File: config.mk
export PLATFORM = sky130hd
export DESIGN_NAME = i2c_bit_level_master_flat
export DESIGN_NICKNAME = d
export VERILOG_FILES = /design/src/design/i2cbl_pkg.sv /design/src/design/i2cbl_cmd_if.sv /design/src/design/i2cbl_res_if.sv /design/src/design/i2c_bit_level_master.sv /design/src/flat_wrapper.sv
export SDC_FILE = /design/constraint.sdc
export NUM_CORES = 1
export LEC_CHECK = 0
export ABC_AREA = 0
export BUFFER_PORTS_ARGS = -buffer_cell sky130_fd_sc_hd__buf_2
export CAP_MARGIN = 20
export CORE_MARGIN = 1
export CORE_UTILIZATION = 56
export DETAILED_ROUTE_END_ITERATION = 8
export GPL_TIMING_DRIVEN = 1
export HOLD_SLACK_MARGIN = 0.03
export PLACE_DENSITY_LB_ADDON = 0.12
export SYNTH_ARGS = -nofsm -noshare
export SYNTH_HDL_FRONTEND = slang
export SYNTH_SLANG_ARGS = --single-unit
File: constraint.sdc
create_clock -name clk_i -period 5.4 [get_ports clk_i]
set_input_delay 0.54 -clock clk_i [delete_from_list [all_inputs] [get_ports clk_i]]
set_output_delay 0.54 -clock clk_i [all_outputs]
set_load 0.005 [all_outputs]
File: src/design/i2cbl_pkg.sv
// ----------------------------------------------------------------------------
// I2C bit-level master package
// Command codes and the item types carried on the command and result channels.
// ----------------------------------------------------------------------------
package i2cbl_pkg;

  localparam int unsigned DelayW  = 16;
  localparam int unsigned ByteW   = 8;
  localparam int unsigned ReqW    = 3;

  localparam logic [DelayW-1:0] DelayReset = 16'd20;

  typedef enum logic [ReqW-1:0] {
    CmdStart   = 3'd0,
    CmdStop    = 3'd1,
    CmdWrite   = 3'd2,
    CmdWaitAck = 3'd3,
    CmdRead    = 3'd4,
    CmdProbe   = 3'd5
  } cmd_e;

  typedef struct packed {
    logic             cmd_valid;
    logic [ReqW-1:0]  req_type;
    logic [ByteW-1:0] tx_byte;
    logic             send_ack;
    logic             sda_in;
  } cmd_t;

  typedef struct packed {
    logic             scl_out;
    logic             sda_out;
    logic             busy_res;
    logic             done_res;
    logic [ByteW-1:0] rx_byte;
    logic             nack_seen;
  } res_t;

endpackage

File: src/design/i2cbl_cmd_if.sv
// ----------------------------------------------------------------------------
// I2C bit-level master command channel
// Valid/ready channel carrying one tick item of command and bus sample.
// ----------------------------------------------------------------------------
interface i2cbl_cmd_if;
  logic              valid;
  logic              ready;
  i2cbl_pkg::cmd_t   payload;

  modport source (output valid, output payload, input ready);
  modport sink   (input valid, input payload, output ready);
endinterface

File: src/design/i2cbl_res_if.sv
// ----------------------------------------------------------------------------
// I2C bit-level master result channel
// Valid/ready channel carrying one item of pin drive and status per tick.
// ----------------------------------------------------------------------------
interface i2cbl_res_if;
  logic              valid;
  logic              ready;
  i2cbl_pkg::res_t   payload;

  modport source (output valid, output payload, input ready);
  modport sink   (input valid, input payload, output ready);
endinterface

File: src/design/i2c_bit_level_master.sv
// ----------------------------------------------------------------------------
// I2C bit-level master
// Bit engine for start, stop, byte write, acknowledge wait, byte read and
// address probe; one input item is one timing tick of the engine.
// ----------------------------------------------------------------------------
// Usage:
//   cmd_i carries one tick item: an optional command (taken only while the
//   engine is idle) and the sampled SDA level. res_o returns exactly one item
//   per accepted tick: SCL/SDA drive, busy, done pulse, last read byte and
//   last acknowledge sample.
//   cfg_we_i/cfg_wdata_i write the phase hold time in ticks (0 acts as 1);
//   write it only while the engine is idle.
//   Result: the result of a tick is registered and shown in the cycle after its acceptance.
//   Throughput: one item per cycle while res_o.ready is high; the phase state
//   update and the result register sit in a single pass of logic, so items follow back to back.
//   Stall: the result register holds while res_o.ready is low, and cmd_i
//   stays ready as long as that register is empty or being emptied.
//   Reset: engine idle, both lines released, hold time 20 ticks, no result
//   pending.
// ----------------------------------------------------------------------------
module i2c_bit_level_master (
  input  logic                             clk_i,
  input  logic                             rst_ni,
  input  logic                             cfg_we_i,
  input  logic [i2cbl_pkg::DelayW-1:0]     cfg_wdata_i,
  i2cbl_cmd_if.sink                        cmd_i,
  i2cbl_res_if.source                      res_o
);
  import i2cbl_pkg::*;

  localparam logic [3:0] PhIdle    = 4'd0;
  localparam logic [3:0] PhStA     = 4'd1;
  localparam logic [3:0] PhStB     = 4'd2;
  localparam logic [3:0] PhStC     = 4'd3;
  localparam logic [3:0] PhWrData  = 4'd4;
  localparam logic [3:0] PhWrHigh  = 4'd5;
  localparam logic [3:0] PhWrLow   = 4'd6;
  localparam logic [3:0] PhAkRel   = 4'd7;
  localparam logic [3:0] PhAkHigh  = 4'd8;
  localparam logic [3:0] PhAkLow   = 4'd9;
  localparam logic [3:0] PhRdHigh  = 4'd10;
  localparam logic [3:0] PhRdLow   = 4'd11;
  localparam logic [3:0] PhRaDrive = 4'd12;
  localparam logic [3:0] PhRaHigh  = 4'd13;
  localparam logic [3:0] PhRaLow   = 4'd14;
  localparam logic [3:0] PhSpA     = 4'd15;

  localparam logic [2:0] LastBit = 3'd7;

  logic [DelayW-1:0] delay_q;
  logic [3:0]        phase_q, phase_d;
  logic [2:0]        bit_q, bit_d;
  logic [DelayW-1:0] cnt_q, cnt_d;
  logic [ByteW-1:0]  shift_q, shift_d;
  logic              scl_q, scl_d;
  logic              sda_q, sda_d;
  logic [ReqW-1:0]   cmd_q, cmd_d;
  logic              ack_q, ack_d;
  logic              nack_q, nack_d;
  logic [ByteW-1:0]  rx_q, rx_d;
  logic              done;

  logic              res_valid_q;
  res_t              res_q;

  logic              accept;
  logic [DelayW-1:0] limit;
  logic [DelayW-1:0] cnt_inc;
  logic              probe;
  logic              enter_en;
  logic [3:0]        enter_ph;
  cmd_t              item;

  assign item     = cmd_i.payload;
  assign cmd_i.ready = !res_valid_q || res_o.ready;
  assign accept   = cmd_i.valid && cmd_i.ready;
  assign limit    = (delay_q == '0) ? {{(DelayW-1){1'b0}}, 1'b1} : delay_q;
  assign cnt_inc  = cnt_q + {{(DelayW-1){1'b0}}, 1'b1};
  assign probe    = (cmd_q == ReqW'(CmdProbe));

  always_comb begin
    phase_d  = phase_q;
    bit_d    = bit_q;
    cnt_d    = cnt_q;
    shift_d  = shift_q;
    scl_d    = scl_q;
    sda_d    = sda_q;
    cmd_d    = cmd_q;
    ack_d    = ack_q;
    nack_d   = nack_q;
    rx_d     = rx_q;
    done     = 1'b0;
    enter_en = 1'b0;
    enter_ph = PhIdle;

    if (phase_q == PhIdle) begin
      if (item.cmd_valid && item.req_type <= ReqW'(CmdProbe)) begin
        cmd_d    = item.req_type;
        bit_d    = '0;
        enter_en = 1'b1;
        case (item.req_type)
          ReqW'(CmdStart):   enter_ph = PhStA;
          ReqW'(CmdStop):    enter_ph = PhSpA;
          ReqW'(CmdWrite): begin
            shift_d  = item.tx_byte;
            enter_ph = PhWrData;
          end
          ReqW'(CmdWaitAck): enter_ph = PhAkRel;
          ReqW'(CmdRead): begin
            ack_d    = item.send_ack;
            shift_d  = '0;
            enter_ph = PhRdHigh;
          end
          default: begin
            shift_d  = item.tx_byte;
            enter_ph = PhStA;
          end
        endcase
      end
    end else begin
      cnt_d = cnt_inc;
      if (cnt_inc >= limit) begin
        // end of phase: pick the next one or finish the command
        enter_en = 1'b1;
        unique case (phase_q)
          PhStA:    enter_ph = PhStB;
          PhStB:    enter_ph = PhStC;
          PhStC: begin
            if (probe) begin
              bit_d    = '0;
              enter_ph = PhWrData;
            end else begin
              enter_en = 1'b0;
              done     = 1'b1;
            end
          end
          PhWrData: enter_ph = PhWrHigh;
          PhWrHigh: enter_ph = PhWrLow;
          PhWrLow: begin
            if (bit_q != LastBit) begin
              bit_d    = bit_q + 3'd1;
              enter_ph = PhWrData;
            end else if (probe) begin
              enter_ph = PhAkRel;
            end else begin
              enter_en = 1'b0;
              done     = 1'b1;
            end
          end
          PhAkRel:  enter_ph = PhAkHigh;
          PhAkHigh: begin
            nack_d   = item.sda_in;
            enter_ph = PhAkLow;
          end
          PhAkLow: begin
            if (probe) begin
              enter_ph = PhSpA;
            end else begin
              enter_en = 1'b0;
              done     = 1'b1;
            end
          end
          PhRdHigh: begin
            shift_d  = {shift_q[ByteW-2:0], item.sda_in};
            enter_ph = PhRdLow;
          end
          PhRdLow: begin
            if (bit_q != LastBit) begin
              bit_d    = bit_q + 3'd1;
              enter_ph = PhRdHigh;
            end else begin
              enter_ph = PhRaDrive;
            end
          end
          PhRaDrive: enter_ph = PhRaHigh;
          PhRaHigh:  enter_ph = PhRaLow;
          PhRaLow: begin
            enter_en = 1'b0;
            done     = 1'b1;
            sda_d    = 1'b1;
            rx_d     = shift_q;
          end
          PhSpA: begin
            enter_en = 1'b0;
            done     = 1'b1;
            sda_d    = 1'b1;
          end
          default: begin
            enter_en = 1'b0;
            done     = 1'b1;
          end
        endcase
        if (done) begin
          phase_d = PhIdle;
          cnt_d   = '0;
        end
      end
    end

    // drive the levels of the phase being entered
    if (enter_en) begin
      phase_d = enter_ph;
      cnt_d   = '0;
      unique case (enter_ph)
        PhStA: begin
          scl_d = 1'b1;
          sda_d = 1'b1;
        end
        PhStB:    sda_d = 1'b0;
        PhStC:    scl_d = 1'b0;
        PhWrData: sda_d = shift_d[ByteW-1];
        PhWrHigh: scl_d = 1'b1;
        PhWrLow: begin
          scl_d = 1'b0;
          if (bit_d == LastBit) sda_d = 1'b1;
          shift_d = {shift_d[ByteW-2:0], 1'b0};
        end
        PhAkRel:  sda_d = 1'b1;
        PhAkHigh: scl_d = 1'b1;
        PhAkLow:  scl_d = 1'b0;
        PhRdHigh: begin
          scl_d = 1'b1;
          sda_d = 1'b1;
        end
        PhRdLow:   scl_d = 1'b0;
        PhRaDrive: sda_d = !ack_d;
        PhRaHigh:  scl_d = 1'b1;
        PhRaLow:   scl_d = 1'b0;
        PhSpA: begin
          scl_d = 1'b1;
          sda_d = 1'b0;
        end
        default: ;
      endcase
    end
  end

  always_ff @(posedge clk_i or negedge rst_ni) begin
    if (!rst_ni) begin
      delay_q <= DelayReset;
    end else if (cfg_we_i) begin
      delay_q <= cfg_wdata_i;
    end
  end

  always_ff @(posedge clk_i or negedge rst_ni) begin
    if (!rst_ni) begin
      phase_q <= PhIdle;
      bit_q   <= '0;
      cnt_q   <= '0;
      shift_q <= '0;
      scl_q   <= 1'b1;
      sda_q   <= 1'b1;
      cmd_q   <= '0;
      ack_q   <= 1'b0;
      nack_q  <= 1'b0;
      rx_q    <= '0;
    end else if (accept) begin
      phase_q <= phase_d;
      bit_q   <= bit_d;
      cnt_q   <= cnt_d;
      shift_q <= shift_d;
      scl_q   <= scl_d;
      sda_q   <= sda_d;
      cmd_q   <= cmd_d;
      ack_q   <= ack_d;
      nack_q  <= nack_d;
      rx_q    <= rx_d;
    end
  end

  always_ff @(posedge clk_i or negedge rst_ni) begin
    if (!rst_ni) begin
      res_valid_q <= 1'b0;
    end else if (accept) begin
      res_valid_q <= 1'b1;
    end else if (res_o.ready) begin
      res_valid_q <= 1'b0;
    end
  end

  // hold the result while the receiver stalls
  always_ff @(posedge clk_i) begin
    if (accept) begin
      res_q.scl_out   <= scl_d;
      res_q.sda_out   <= sda_d;
      res_q.busy_res  <= (phase_d != PhIdle);
      res_q.done_res  <= done;
      res_q.rx_byte   <= rx_d;
      res_q.nack_seen <= nack_d;
    end
  end

  assign res_o.valid   = res_valid_q;
  assign res_o.payload = res_q;

  a_idle_count_clear: assert property (@(posedge clk_i) disable iff (!rst_ni)
    (phase_q == PhIdle) |-> (cnt_q == '0))
    else $error("delay count not cleared while idle");

  a_done_not_busy: assert property (@(posedge clk_i) disable iff (!rst_ni)
    (res_valid_q && res_q.done_res) |-> !res_q.busy_res)
    else $error("completed command still reported busy");

  a_accept_gives_result: assert property (@(posedge clk_i) disable iff (!rst_ni)
    accept |=> res_valid_q)
    else $error("accepted item produced no result");

  a_write_cmd: assert property (@(posedge clk_i) disable iff (!rst_ni)
    (phase_q == PhWrData || phase_q == PhWrHigh || phase_q == PhWrLow) |->
    (cmd_q == ReqW'(CmdWrite) || cmd_q == ReqW'(CmdProbe)))
    else $error("write phase outside write or probe command");

  a_read_cmd: assert property (@(posedge clk_i) disable iff (!rst_ni)
    (phase_q == PhRdHigh || phase_q == PhRdLow || phase_q == PhRaDrive) |->
    (cmd_q == ReqW'(CmdRead)))
    else $error("read phase outside read command");

endmodule

File: src/flat_wrapper.sv
// flat-port wrapper written by rule: the top's interface ports become plain ports
module i2c_bit_level_master_flat import i2cbl_pkg::*;
  (clk_i, rst_ni, cfg_we_i, cfg_wdata_i, cmd_i_valid, cmd_i_payload, cmd_i_ready, res_o_valid, res_o_payload, res_o_ready);
  i2cbl_cmd_if cmd_i_i ();
  i2cbl_res_if res_o_i ();
  input  logic clk_i;
  input  logic rst_ni;
  input  logic cfg_we_i;
  input  logic [i2cbl_pkg::DelayW-1:0] cfg_wdata_i;
  input wire logic [$bits(cmd_i_i.valid)-1:0] cmd_i_valid;
  input wire logic [$bits(cmd_i_i.payload)-1:0] cmd_i_payload;
  output wire logic [$bits(cmd_i_i.ready)-1:0] cmd_i_ready;
  output wire logic [$bits(res_o_i.valid)-1:0] res_o_valid;
  output wire logic [$bits(res_o_i.payload)-1:0] res_o_payload;
  input wire logic [$bits(res_o_i.ready)-1:0] res_o_ready;
  assign cmd_i_i.valid = cmd_i_valid;
  assign cmd_i_i.payload = cmd_i_payload;
  assign cmd_i_ready = cmd_i_i.ready;
  assign res_o_valid = res_o_i.valid;
  assign res_o_payload = res_o_i.payload;
  assign res_o_i.ready = res_o_ready;
  i2c_bit_level_master u_core (.clk_i(clk_i), .rst_ni(rst_ni), .cfg_we_i(cfg_we_i), .cfg_wdata_i(cfg_wdata_i), .cmd_i(cmd_i_i), .res_o(res_o_i));
endmodule
# Yosys cells after proc, flatten, opt, wreduce, memory -nomap -nowiden
# Index checks and enable logic that the tools add are counted.
[classes]
n_addsub = 2
order_cmp = 2
eq_ne = 38
mux = 62
bitwise_logic = 1
n_reduce_logical = 22
[ops]
columns = ["operator", "count"]
rows = [
  ["16-bit two-way mux", 5],
  ["8-bit two-way mux", 9],
  ["4-bit == test (second input constant)", 16],
  ["4-bit case mux with 13 select lines", 1],
  ["4-bit two-way mux", 9],
  ["4-bit by 3-bit == test with 1-bit output (second input constant)", 8],
  ["3-bit two-way mux", 8],
  ["1-bit two-way mux", 23],
  ["16-bit by 1-bit adder with 16-bit output (second input constant)", 1],
  ["4-bit by 2-bit == test with 1-bit output (second input constant)", 4],
  ["16-bit greater-or-equal comparator", 1],
  ["16-bit zero test", 1],
  ["4-bit case mux with 4 select lines", 1],
  ["8-bit case mux with 2 select lines", 1],
  ["10-bit OR reduction", 1],
  ["2-bit OR reduction", 5],
  ["3-bit == test (second input constant)", 3],
  ["4-bit by 1-bit == test with 1-bit output (second input constant)", 2],
  ["3-bit by 2-bit == test with 1-bit output (second input constant)", 2],
  ["1-bit case mux with 3 select lines", 2],
  ["3-bit case mux with 2 select lines", 1],
  ["3-bit OR reduction", 2],
  ["6-bit OR reduction", 1],
  ["1-bit case mux with 5 select lines", 1],
  ["other kinds (17)", 19],
]
[word_totals]
regBits = 76
input_bits = 35
output_inout_bits = 15
elab_cells = 145

# Logic depth before layout (Yosys ltp)
# Gate-level depths: netlist (run 1).
[depth]
word_depth = 11
mapped_depth = 17
mapped_depth_nobuf = 15

# Worst setup path after synthesis (run 1)
# No wires, ideal clock.
[synth_path]
path_type = "reg-to-reg"
from = "register u_core.cnt_q[0]"
to = "register u_core.sda_q"
setup_time_ns = 0.081
t_arrival_ns = 3.766
required_ns = 5.319
slack_ns = 1.552
stages_incl_launch_ff = 17
n_path_buf = 1
period_less_slack_ns = 3.848
path_cell_list = "dfrtp_1 nand3_1 nor2_1 and3_1 clkbuf_1 nand3_1 nor2_1 xor2_1 ha_1 nand4_4 nor2_1 a2111o_1 o2111a_1 nand3b_1 and4_4 or4_1 o211ai_1"
[synth_between]
elab_chain_cells = 8
word_cells_on_any_way = 26
cone_classes = "add/sub (1); order compare (1); eq/ne (9); mux (13); reduce/logical (2)"
[synth_lines]
columns = ["item", "line", "text"]
rows = [
  ["from (decl)", "i2c_bit_level_master.sv:53", "logic [DelayW-1:0] cnt_q, cnt_d;"],
  ["from (signal assigned)", "i2c_bit_level_master.sv:261", "cnt_q <= cnt_d;"],
  ["16-bit by 1-bit adder with 16-bit output *", "i2c_bit_level_master.sv:78", "assign cnt_inc = cnt_q + {{(DelayW-1){1'b0}}, 1'b1};"],
  ["16-bit greater-or-equal comparator *", "i2c_bit_level_master.sv:122", "if (cnt_inc >= limit) begin"],
  ["4-bit two-way mux / 3-bit two-way mux (equally long branches)", "i2c_bit_level_master.sv:122", ""],
  ["4-bit two-way mux / 3-bit two-way mux (equally long branches)", "i2c_bit_level_master.sv:96", "if (phase_q == PhIdle) begin"],
  ["4-bit by 1-bit == test with 1-bit output (tied with other cells)", "i2c_bit_level_master.sv:204", "unique case (enter_ph)"],
  ["3-bit OR reduction (no line) (tied with other cells)", "n/a", ""],
  ["1-bit case mux with 5 select lines", "i2c_bit_level_master.sv:204", ""],
  ["1-bit two-way mux *", "i2c_bit_level_master.sv:201", "if (enter_en) begin"],
  ["to (signal assigned)", "i2c_bit_level_master.sv:253", "sda_q <= 1'b1;"],
  ["to (signal assigned)", "i2c_bit_level_master.sv:264", "sda_q <= sda_d;"],
  ["to (decl)", "i2c_bit_level_master.sv:56", "logic sda_q, sda_d;"],
]
# Mark *: on every way between the ends. The rest lies on a longest branch, timed or not.
# A chain may end at the register's enable or synchronous reset.

# Worst setup path in the final report (run 1)
# Same ends and word-level chain as after synthesis.

==> run metrics, run 1 <==
status complete, no violations; switching share of power 0.387; CTS tree done; main combinational cell family by area after synthesis simple AND/OR/NAND/NOR gates; Clock Sinks 76; Pleak between 2 and 2.5 nW; row count 32; Overflow after GRT 0; Diodes inserted 0; largest net degree at the start of global routing 64; fin crit share 0.832; Post-CTS Resized 0; Flop pwr share 0.442; Longest Clk Path Bufs 2; nets 599; Post-CTS Setup Bufs 0; critical path arrival between 4000 and 5000 ps; DR vias around 4,000; drt first pass iters 5; chip height roughly 93 µm; adder-cell share of the synthesized area 0.0484; Fmax 0.223 GHz; FF+latch count, synth 76; filler instances around 650; final hold vios 0; Ys Warns 0; HPWL after detailed placement approximately 8000 µm; Final WS setup around 900 ps; Synth cell types 66; clock power share 0.245; Post-Syn Area between 4000 and 5000 µm²; sequential area share after synthesis 0.424; fin crit period around 4500 ps; CP required approximately 5700 ps; Power per Cell Area approximately 360 nW/µm²; Residual DRC 0; Max Cap Violations 0; Final TNS setup 0 ps; drt initial violations 250; first-pass GRT wire length around 18,000 µm; ys flop type dfrtp_1; Post-Syn Nets 556; post-place setup slack ~1000 ps; Synth async-reset ratio 0.829; DR vias/cell 6.11; WS Path Type reg -> reg; GP Congestion 0.928; final setup violation count 0; H-tree depth 3; GRT Resource Usage Total 0.274; Post-synth EDFFs 13; crit start category register; Synth Area in Simple Gates 0.206; Psw slightly above 0.7 mW; clock transition at the registers of the reported paths 90 ps; WL final about 11,000 µm; Slew headroom 0.464; final std cells w/o fill 653; antenna violations before repair 0; Critical R2R Launch u_core.cnt_q[0]; Core Area ~8000 µm²; DIE WIDTH 93.1 µm; post-route ant nets 0; synthesis-to-finish area growth 11.4%; cts hold-fix bufs 0; Synth Area in Compound Gates 0.181; post-synthesis mux area share 0.0753; combinational power share 0.314; post-placement cell count ~640; Hold/Removal Path Class in -> async; XOR/XNOR share of the synthesized area 0.0320; drt wl/cell around 17 µm; Slew @ Worst Pin 803 ps; layout cell share with drive strength beyond 1 0.196; clock insertion delay at the later pin of the skew report roughly 360 ps; CTS Buf Count 9; reg-to-reg setup timing slack 910 ps; R2R Path End u_core.sda_q; Worst R2R Path Depth 15; Max VDD drop between 0.15 and 0.2 mV; cells after synthesis 503; Root Buffer clkbuf_8; final slew viol count 0; vias in the first global route ~3,800; CP Capture Type register; Initial Utilization 0.590; internal power 1.15 mW; Final Skew 14.9 ps; die area 8670 µm²; I/O Pins 50; maximum net fanout on the critical path 16; IO Port Bufs 49; post-synthesis area per instance 9.25 µm²; unrepaired setup endpoints after global routing false
==> cell families after synthesis <==
family | Yosys count
DFF | 76
muxes | 32
AOI/OAI and AO/OA | 125
buffers and inverters | 41
and+or+nand+nor | 194
xor gates and xnor gates | 17
adders and majority gates | 18
==> Yosys cell counts (all sizes together), types with 3 or more instances <==
master	n	area [µm²]
a22o	6	52.6
o211ai	6	45.0
nand2b	6	37.5
nand2	88	330
nor2b	4	25.0
mux2	24	270
a31o	3	26.3
ha	18	225
a221o	8	80.1
inv	20	75.1
nor2	33	124
mux2i	8	80.1
and2	4	27.5
nor3b	3	22.5
a31oi	5	31.3
o31ai	5	42.5
edfxtp	13	390
dfstp	4	105
a21oi	10	50.1
or4	3	22.5
nor3	7	40.0
xnor2	10	87.6
nand3	17	85.1
clkbuf	19	71.3
and3	7	43.8
xor2	7	61.3
or3	3	18.8
dfrtp	59	1480
nor4	6	67.6
o21ai	56	280
nand4	7	65.1
==> final cells by class <==
type                       instances  area (µm²)  area share
clock buffer                       9         124      0.0239
inverter                          20        75.1      0.0145
clock inverter                     7        82.6      0.0159
multi-input combinational        386        2520       0.487
sequential                        76        1970       0.381
tap                              102         128      0.0246
timing repair buffer              53         275      0.0531
==> registers in the layout (all words and copies together), names as in the netlist <==
| register | cells |
|---|---|
| u_core.rx_q | 8 |
| u_core.shift_q | 8 |
| u_core.res_o.payload | 13 |
| u_core.nack_q | 1 |
| u_core.cmd_q | 3 |
| u_core.ack_q | 1 |
| u_core.scl_q | 1 |
| u_core.delay_q | 16 |
| u_core.sda_q | 1 |
| u_core.phase_q | 4 |
| u_core.bit_q | 3 |
| u_core.cnt_q | 16 |
| u_core.res_o.valid | 1 |
==> power by group through the flow <==
stage          Sequential [mW]  Clock (mW)  Combinational, mW
6_report                 0.827       0.458              0.587
5_1_grt                  0.845       0.494              0.657
4_1_cts                  0.821       0.467              0.578
3_5_place_dp             0.831           0              0.574
3_3_place_gp             0.826           0              0.556
2_1_floorplan            0.769           0              0.469
==> through the flow <==
stage	cell area (µm²)	hold WS [ps]	total power, mW	util
global route	5180	373	2.00	0.657
CTS	5180	372	1.87	0.657
global placement	4970	478	1.38	0.631
finish	5180	347	1.87	0.657
detailed placement	4970	481	1.40	0.631
floorplan	4650	244	1.24	-
==> worst max-delay path by stage <==
stage | start | cells after the start | endpoint | slack, ps
after floorplan | u_core.cnt_q[0] | 16 | u_core.sda_q | 1550
after global placement | u_core.cnt_q[2] | 15 | u_core.sda_q | 1120
after detailed placement | u_core.cnt_q[0] | 15 | u_core.sda_q | 980
after CTS | u_core.cnt_q[0] | 15 | u_core.sda_q | 960
after global routing | u_core.cnt_q[0] | 15 | u_core.sda_q | 510
final | u_core.cnt_q[0] | 15 | u_core.sda_q | 910
==> per-layer routing <==
layer / global-route usage / vias up / routed length [µm]
met3: 0.0577 / 16 / 665
li1: - / 1922 / -
met2: 0.434 / 147 / 5120
met5: 0 / - / 0
met4: 0.0808 / 0 / 183
met1: 0.380 / 1905 / 5080
==> worst max-delay path, stage by stage, from the launching register on <==
cell      delay [ps]
dfrtp_1          440
ha_1             260
nand3_1          140
nor2_1           320
nand3_1          250
nor2_1           180
xor2_1           100
ha_1             350
nand2_1           70
o21ai_0          470
a31o_1           230
o2111a_1         540
a22oi_1          210
and4_4           260
or4_1            510
o211ai_1         100
==> layout by cell type, fill, tap and decap left out, types with 6 or more instances in the layout <==
cell       n
nor3_1     6
o211ai_1   6
xnor2_1   10
o21ai_0   54
nand2b_1   6
nand3_1   17
clkbuf_8   9
a22o_1     6
inv_1     20
nand2_1   88
a221o_1    8
edfxtp_1  13
xor2_1     7
a21oi_1   10
ha_1      18
mux2i_1    8
and3_1     7
nor2_1    33
buf_2     49
dfrtp_1   59
mux2_2    23
Power figures use the tool's default switching activity.
==> run 2, diff against run 1 <==
==> constraint.sdc (replaced) <==
create_clock -name clk_i -period 4.5 [get_ports clk_i]
set_input_delay 0.45 -clock clk_i [delete_from_list [all_inputs] [get_ports clk_i]]
set_output_delay 0.45 -clock clk_i [all_outputs]
set_load 0.005 [all_outputs]
==> run 2 against run 1 <==
Cell area is 0.29% higher. Hold slack lost 98 ps. Largest power group unchanged. Combinational power grew 21%. Clock-buffer cell count did not move. Register-to-register slack worse by 600 ps. Non-clock buffer count is 4 higher. Highest routed layer unchanged.
==> run metrics, run 2 (synthesis results as in run 1) <==
status complete, no violations (unchanged); cts hold-fix bufs 0 (unchanged); Fmax 0.239 GHz (was 0.223 GHz); filler instances 645 (was 654); post-route cell area 5190 µm² (was 5180 µm²); DR vias 3,938 (was 3,990); clock insertion delay at the later pin of the skew report 360 ps (about the same); nets 603 (was 599); Post-CTS Resized 0 (unchanged); final setup violation count 0 (unchanged); area of the multi-input gates 2530 µm² (was 2520 µm²); DIE WIDTH 93.1 µm (unchanged); I/O Pins 50 (unchanged); drt first pass iters 5 (unchanged); vias in the first global route 3,718 (was 3,824); chip height 93.1 µm (unchanged); fin crit period 4190 ps (was 4490 ps); maximum net fanout on the critical path 6 (was 16); H-tree depth 3 (unchanged); Pleak 2.38 nW (was 2.36 nW); drt wl/cell 16.8 µm (was 16.9 µm); Initial Utilization 0.590 (unchanged); Longest Clk Path Bufs 2 (unchanged); Overflow after GRT 0 (unchanged); first-pass GRT wire length 18,300 µm (was 18,500 µm); Final WS setup 307 ps (was 909 ps); Post-CTS Setup Bufs 0 (unchanged); clock transition at the registers of the reported paths 90 ps (about the same); fin crit share 0.932 (was 0.832); GP Congestion 0.953 (was 0.928); Max Cap Violations 0 (unchanged); HPWL after detailed placement 7990 µm (was 8010 µm); antenna violations before repair 0 (unchanged); GRT Resource Usage Total 0.271 (was 0.274); Slew @ Worst Pin 824 ps (was 803 ps); most frequent cells in the layout 88 x nand2_1, 59 x dfrtp_1, 53 x o21ai_0 (was 88 x nand2_1, 59 x dfrtp_1, 54 x o21ai_0); Hold/Removal Path Class in -> async (unchanged); Final Skew 14.5 ps (was 14.9 ps); Storage cell area 1970 µm² (unchanged); Slew headroom 0.451 (was 0.464); most common cell after layout, fill and taps aside nand2_1 (unchanged); final slew viol count 0 (unchanged); DR vias/cell 5.99 (was 6.11); synthesis-to-finish area growth 11.7% (was 11.4%); CP Capture Type register (unchanged); crit start category register (unchanged); Residual DRC 0 (unchanged); Final Util 0.659 (was 0.657); WL final 11,000 µm (about the same); Max VDD drop 0.244 mV (was 0.176 mV); IO Port Bufs 49 (unchanged); largest net degree at the start of global routing 64 (unchanged); final hold vios 0 (unchanged); post-place setup slack 293 ps (was 984 ps); Root Buffer clkbuf_8 (unchanged); CP required 4750 ps (was 5680 ps); critical path arrival 4440 ps (was 4770 ps); layout cell share with drive strength beyond 1 0.205 (was 0.196); die area 8670 µm² (unchanged); post-route ant nets 0 (unchanged); WS Path Type reg -> reg (unchanged); CTS tree done (unchanged); total power 2.20 mW (was 1.87 mW); Diodes inserted 0 (unchanged); Clock Sinks 76 (unchanged); Final TNS setup 0 ps (unchanged); drt initial violations 289 (was 250); Core Area 7890 µm² (unchanged); Power per Cell Area 424 nW/µm² (was 362 nW/µm²); Post-DP Area 5000 µm² (was 4970 µm²); row count 32 (unchanged); CTS Buf Count 9 (unchanged)
-- run 2: worst max-delay path, cell delays in order, from the launching register on --
cell and delay [ps]:
dfrtp_1 430, ha_1 260, nand3_1 130, nor2_1 160
nand3_1 210, nor2_1 180, xor2_1 240, ha_1 300
nand4_4 130, nor2_1 80, a2111oi_2 650, a221o_1 340
nand2_1 160, nand4_1 170, mux2_1 360, mux2_2 270
-- run 2: layout make-up --
class                           instances  share of cell area
Inverter                               20              0.0145
Tap cell                              102              0.0246
Clock buffer                            9              0.0238
Sequential cell                        76               0.380
Multi-Input combinational cell        386               0.488
Timing Repair Buffer                   57              0.0588
Clock inverter                          7              0.0111
-- run 2: where the power goes --
group / internal, mW / switching (mW)
registers: 0.822 / 0.170
clock network: 0.209 / 0.289
logic: 0.295 / 0.418
-- run 2: metrics by stage --
stage                     std cells  hold slack (ps)
after global placement          641              481
after detailed placement        641              487
final                           657              249
after CTS                       657              286
after global routing            657              275
after floorplan                 503              154
-- run 2: metal layers --
metal / track usage / share of wire
met4: 0.0731 / 0.0099
met3: 0.0512 / 0.064
met5: 0 / 0
met2: 0.431 / 0.46
met1: 0.379 / 0.46
-- run 2: worst paths after layout --
kind	startpoint	endpoint	slack, ps	cells past startpoint
setup / recovery	u_core.cnt_q[0]	u_core.nack_q	310	15
hold / removal	rst_ni	u_core.delay_q[9]	250	2
setup reg to reg	u_core.cnt_q[0]	u_core.nack_q	310	15
hold reg to reg	u_core.scl_q	u_core.scl_q	500	2
max in group asynchronous	rst_ni	u_core.rx_q[0]	3690	2
min in group clk_i	cfg_wdata_i[9]	u_core.delay_q[9]	290	3
==> run 3, diff against run 2 <==
--- a/config.mk
+++ b/config.mk
@@ -5,11 +5,10 @@
 export SDC_FILE = /design/constraint.sdc
 export NUM_CORES = 1
 export LEC_CHECK = 0
-export ABC_AREA = 0
+export ABC_AREA = 1
 export BUFFER_PORTS_ARGS = -buffer_cell sky130_fd_sc_hd__buf_2
-export CAP_MARGIN = 20
 export CORE_MARGIN = 1
-export CORE_UTILIZATION = 56
+export CORE_UTILIZATION = 30
 export DETAILED_ROUTE_END_ITERATION = 8
 export GPL_TIMING_DRIVEN = 1
 export HOLD_SLACK_MARGIN = 0.03
==> run 3 against run 2 <==
Sequential cell count is the same. Cell area grew 7.1%. Die area is 89% higher. Utilization shrank 30 points. Combinational power rose by 84%. Sequential power rose by 4%. Area after synthesis grew 2.5%.
==> run metrics, run 3 <==
status complete, no violations (unchanged); critical path arrival 4250 ps (was 4440 ps); Post-CTS Setup Bufs 0 (unchanged); post-synth top area share 0.310 (was 0.317); Post-synth EDFFs 13 (unchanged); DR vias/cell 4.62 (was 5.99); row count 45 (was 32); DR vias 4,145 (was 3,938); IO Port Bufs 49 (unchanged); Post-DP Area 5230 µm² (was 5000 µm²); GRT Resource Usage Total 0.155 (was 0.271); Final Util 0.362 (was 0.659); chip height 128 µm (was 93.1 µm); CP required 4760 ps (was 4750 ps); area of the multi-input gates 2350 µm² (was 2530 µm²); Initial Utilization 0.310 (was 0.590); CTS tree done (unchanged); GP Congestion 0.904 (was 0.953); post-route ant nets 0 (unchanged); Post-Syn Nets 684 (was 556); DIE WIDTH 128 µm (was 93.1 µm); Synth async-reset ratio 0.829 (unchanged); Clock Sinks 76 (unchanged); Overflow after GRT 0 (unchanged); adder-cell share of the synthesized area 0.0472 (was 0.0484); most frequent cells in the layout 179 x nand2_1, 80 x inv_1, 59 x dfrtp_1 (was 88 x nand2_1, 59 x dfrtp_1, 53 x o21ai_0); Final Skew 10.9 ps (was 14.5 ps); main combinational cell family by area after synthesis simple AND/OR/NAND/NOR gates (unchanged); nets 734 (was 603); largest cells by area after synthesis dfrtp_1 31%, nand2_1 14%, edfxtp_1 8.2% (was dfrtp_1 32%, edfxtp_1 8.4%, nand2_1 7.1%); XOR/XNOR share of the synthesized area 0.0199 (was 0.0320); reg-to-reg setup timing slack 500 ps (was 310 ps); drt initial violations 293 (was 289); cts hold-fix bufs 0 (unchanged); die area 16,400 µm² (was 8670 µm²); Max VDD drop 0.206 mV (was 0.244 mV); final hold vios 0 (unchanged); fin crit share 0.888 (was 0.932); clock transition at the registers of the reported paths 60 ps (was 90 ps); FF+latch count, synth 76 (unchanged); Slew @ Worst Pin 583 ps (was 824 ps); post-route cell area 5560 µm² (was 5190 µm²); maximum net fanout on the critical path 17 (was 6); CTS Buf Count 9 (unchanged); Hold/Removal Path Class in -> async (unchanged); final slew viol count 0 (unchanged); most common cell in the netlist nand2_1 (unchanged); Final TNS setup 0 ps (unchanged); CP Capture Type register (unchanged); Residual DRC 0 (unchanged); Synth Area in Simple Gates 0.272 (was 0.206); antenna violations before repair 0 (unchanged); total power 3.14 mW (was 2.20 mW); unrepaired setup endpoints after global routing false; synthesis-to-finish area growth 16.7% (was 11.7%); Ys Warns 0 (unchanged); final setup violation count 0 (unchanged); WS Path Type reg -> reg (unchanged); drt first pass iters 6 (was 5); Longest Clk Path Bufs 2 (unchanged); fin crit period 4000 ps (was 4190 ps); Slew headroom 0.611 (was 0.451); layout cell share with drive strength beyond 1 0.182 (was 0.205); HPWL after detailed placement 8750 µm (was 7990 µm); Post-Syn Area 4770 µm² (was 4650 µm²); first-pass GRT wire length 19,800 µm (was 18,300 µm); Max Cap Violations 0 (unchanged); Pleak 2.73 nW (was 2.38 nW); Diodes inserted 0 (unchanged); Synth cell types 45 (was 66); H-tree depth 3 (unchanged); largest net degree at the start of global routing 43 (was 64); I/O Pins 50 (unchanged); filler instances 1,670 (was 645); Power per Cell Area 564 nW/µm² (was 424 nW/µm²); sequential area share after synthesis 0.414 (was 0.424); commonest cells in the netlist 179 x nand2_1, 80 x inv_1, 59 x dfrtp_1 (was 88 x nand2_1, 59 x dfrtp_1, 54 x o21ai_0); Root Buffer clkbuf_16 (was clkbuf_8); most common cell after layout, fill and taps aside nand2_1 (unchanged); Fmax 0.250 GHz (was 0.239 GHz); crit start category register (unchanged); Core Area 15,400 µm² (was 7890 µm²); cells after synthesis 631 (was 503); post-synthesis mux area share 0.00210 (was 0.0753); Synth Area in Compound Gates 0.151 (was 0.181); Storage cell area 1970 µm² (unchanged); ys flop type dfrtp_1 (unchanged); Yosys top cell by area dfrtp_1 (unchanged); drt wl/cell 13.1 µm (was 16.8 µm); post-synthesis area per instance 7.56 µm² (was 9.25 µm²); clock insertion delay at the later pin of the skew report 350 ps (was 360 ps); WL final 11,700 µm (was 11,000 µm); vias in the first global route 3,977 (was 3,718)
-- run 3: path summary, 6_finish.rpt --
path | start | end | depth (start not counted)
worst max-delay path | u_core.cnt_q[0] | u_core.cnt_q[3] | 22
worst min-delay path | rst_ni | u_core.delay_q[0] | 1
worst max register to register | u_core.cnt_q[0] | u_core.cnt_q[3] | 22
worst min register to register | u_core.sda_q | u_core.sda_q | 2
max in group asynchronous | rst_ni | u_core.rx_q[5] | 2
min in group clk_i | cfg_wdata_i[0] | u_core.delay_q[0] | 3
-- run 3: area by class of cell --
class	instances	share of cell area
clock buffer	10	0.0430
clock inverter	6	0.0155
inverter	97	0.0659
multi-input combinational	443	0.423
sequential	76	0.354
tap	211	0.0474
timing repair buffer	54	0.0508
-- run 3: through the flow --
step	setup WS, ps	std cells	hold WS, ps
5_1_grt	18.6	897	120
2_1_floorplan	1090	631	154
3_3_place_gp	523	881	457
4_1_cts	389	897	84.4
3_5_place_dp	420	881	457
6_report	504	897	71.6
-- run 3: per-layer routing --
layer / share of wire / vias up / GRT usage
met2: 0.43 / 98 / 0.234
met4: 0.011 / 0 / 0.0505
li1: - / 2159 / -
met1: 0.51 / 1876 / 0.219
met5: 0 / - / 0
met3: 0.040 / 12 / 0.0355
-- run 3: where the power goes --
| part | switching [mW] | internal, mW | total (mW) | leakage (nW) |
|---|---|---|---|---|
| combinational | 0.861 | 0.445 | 1.31 | 1.64 |
| sequential | 0.135 | 0.893 | 1.03 | 0.933 |
| clock | 0.304 | 0.501 | 0.805 | 0.159 |
-- run 3: repair_timing --
item,CTS,global route
endpoints found under the setup margin,0,21
resized for setup,0,1
endpoints found under the hold margin,0,0
-- run 3: cells by family (layout without fill, tap and decap cells) --
group,count (synthesis),in the layout
simple gates,286,286
compound gates,128,128
buf+inv,112,167
flops,76,76
fa+ha+maj,18,18
xor+xnor,10,10
mux,1,1
-- run 3: worst max-delay path, cell delays in order, from the launching register on --
cell	delay (ps)
dfrtp_1	410
ha_1	200
nand2_1	60
nor2_1	150
nand3_1	120
nor2_1	110
nand2_1	100
nor3_2	170
nand3_1	140
nor3_1	230
xor2_1	210
inv_1	60
ha_1	280
nand2_1	90
o21ai_0	110
a21oi_2	280
nand2_4	200
inv_1	210
o21ai_0	120
a21oi_1	190
nand2_1	150
buf_4	210
o22ai_1	130
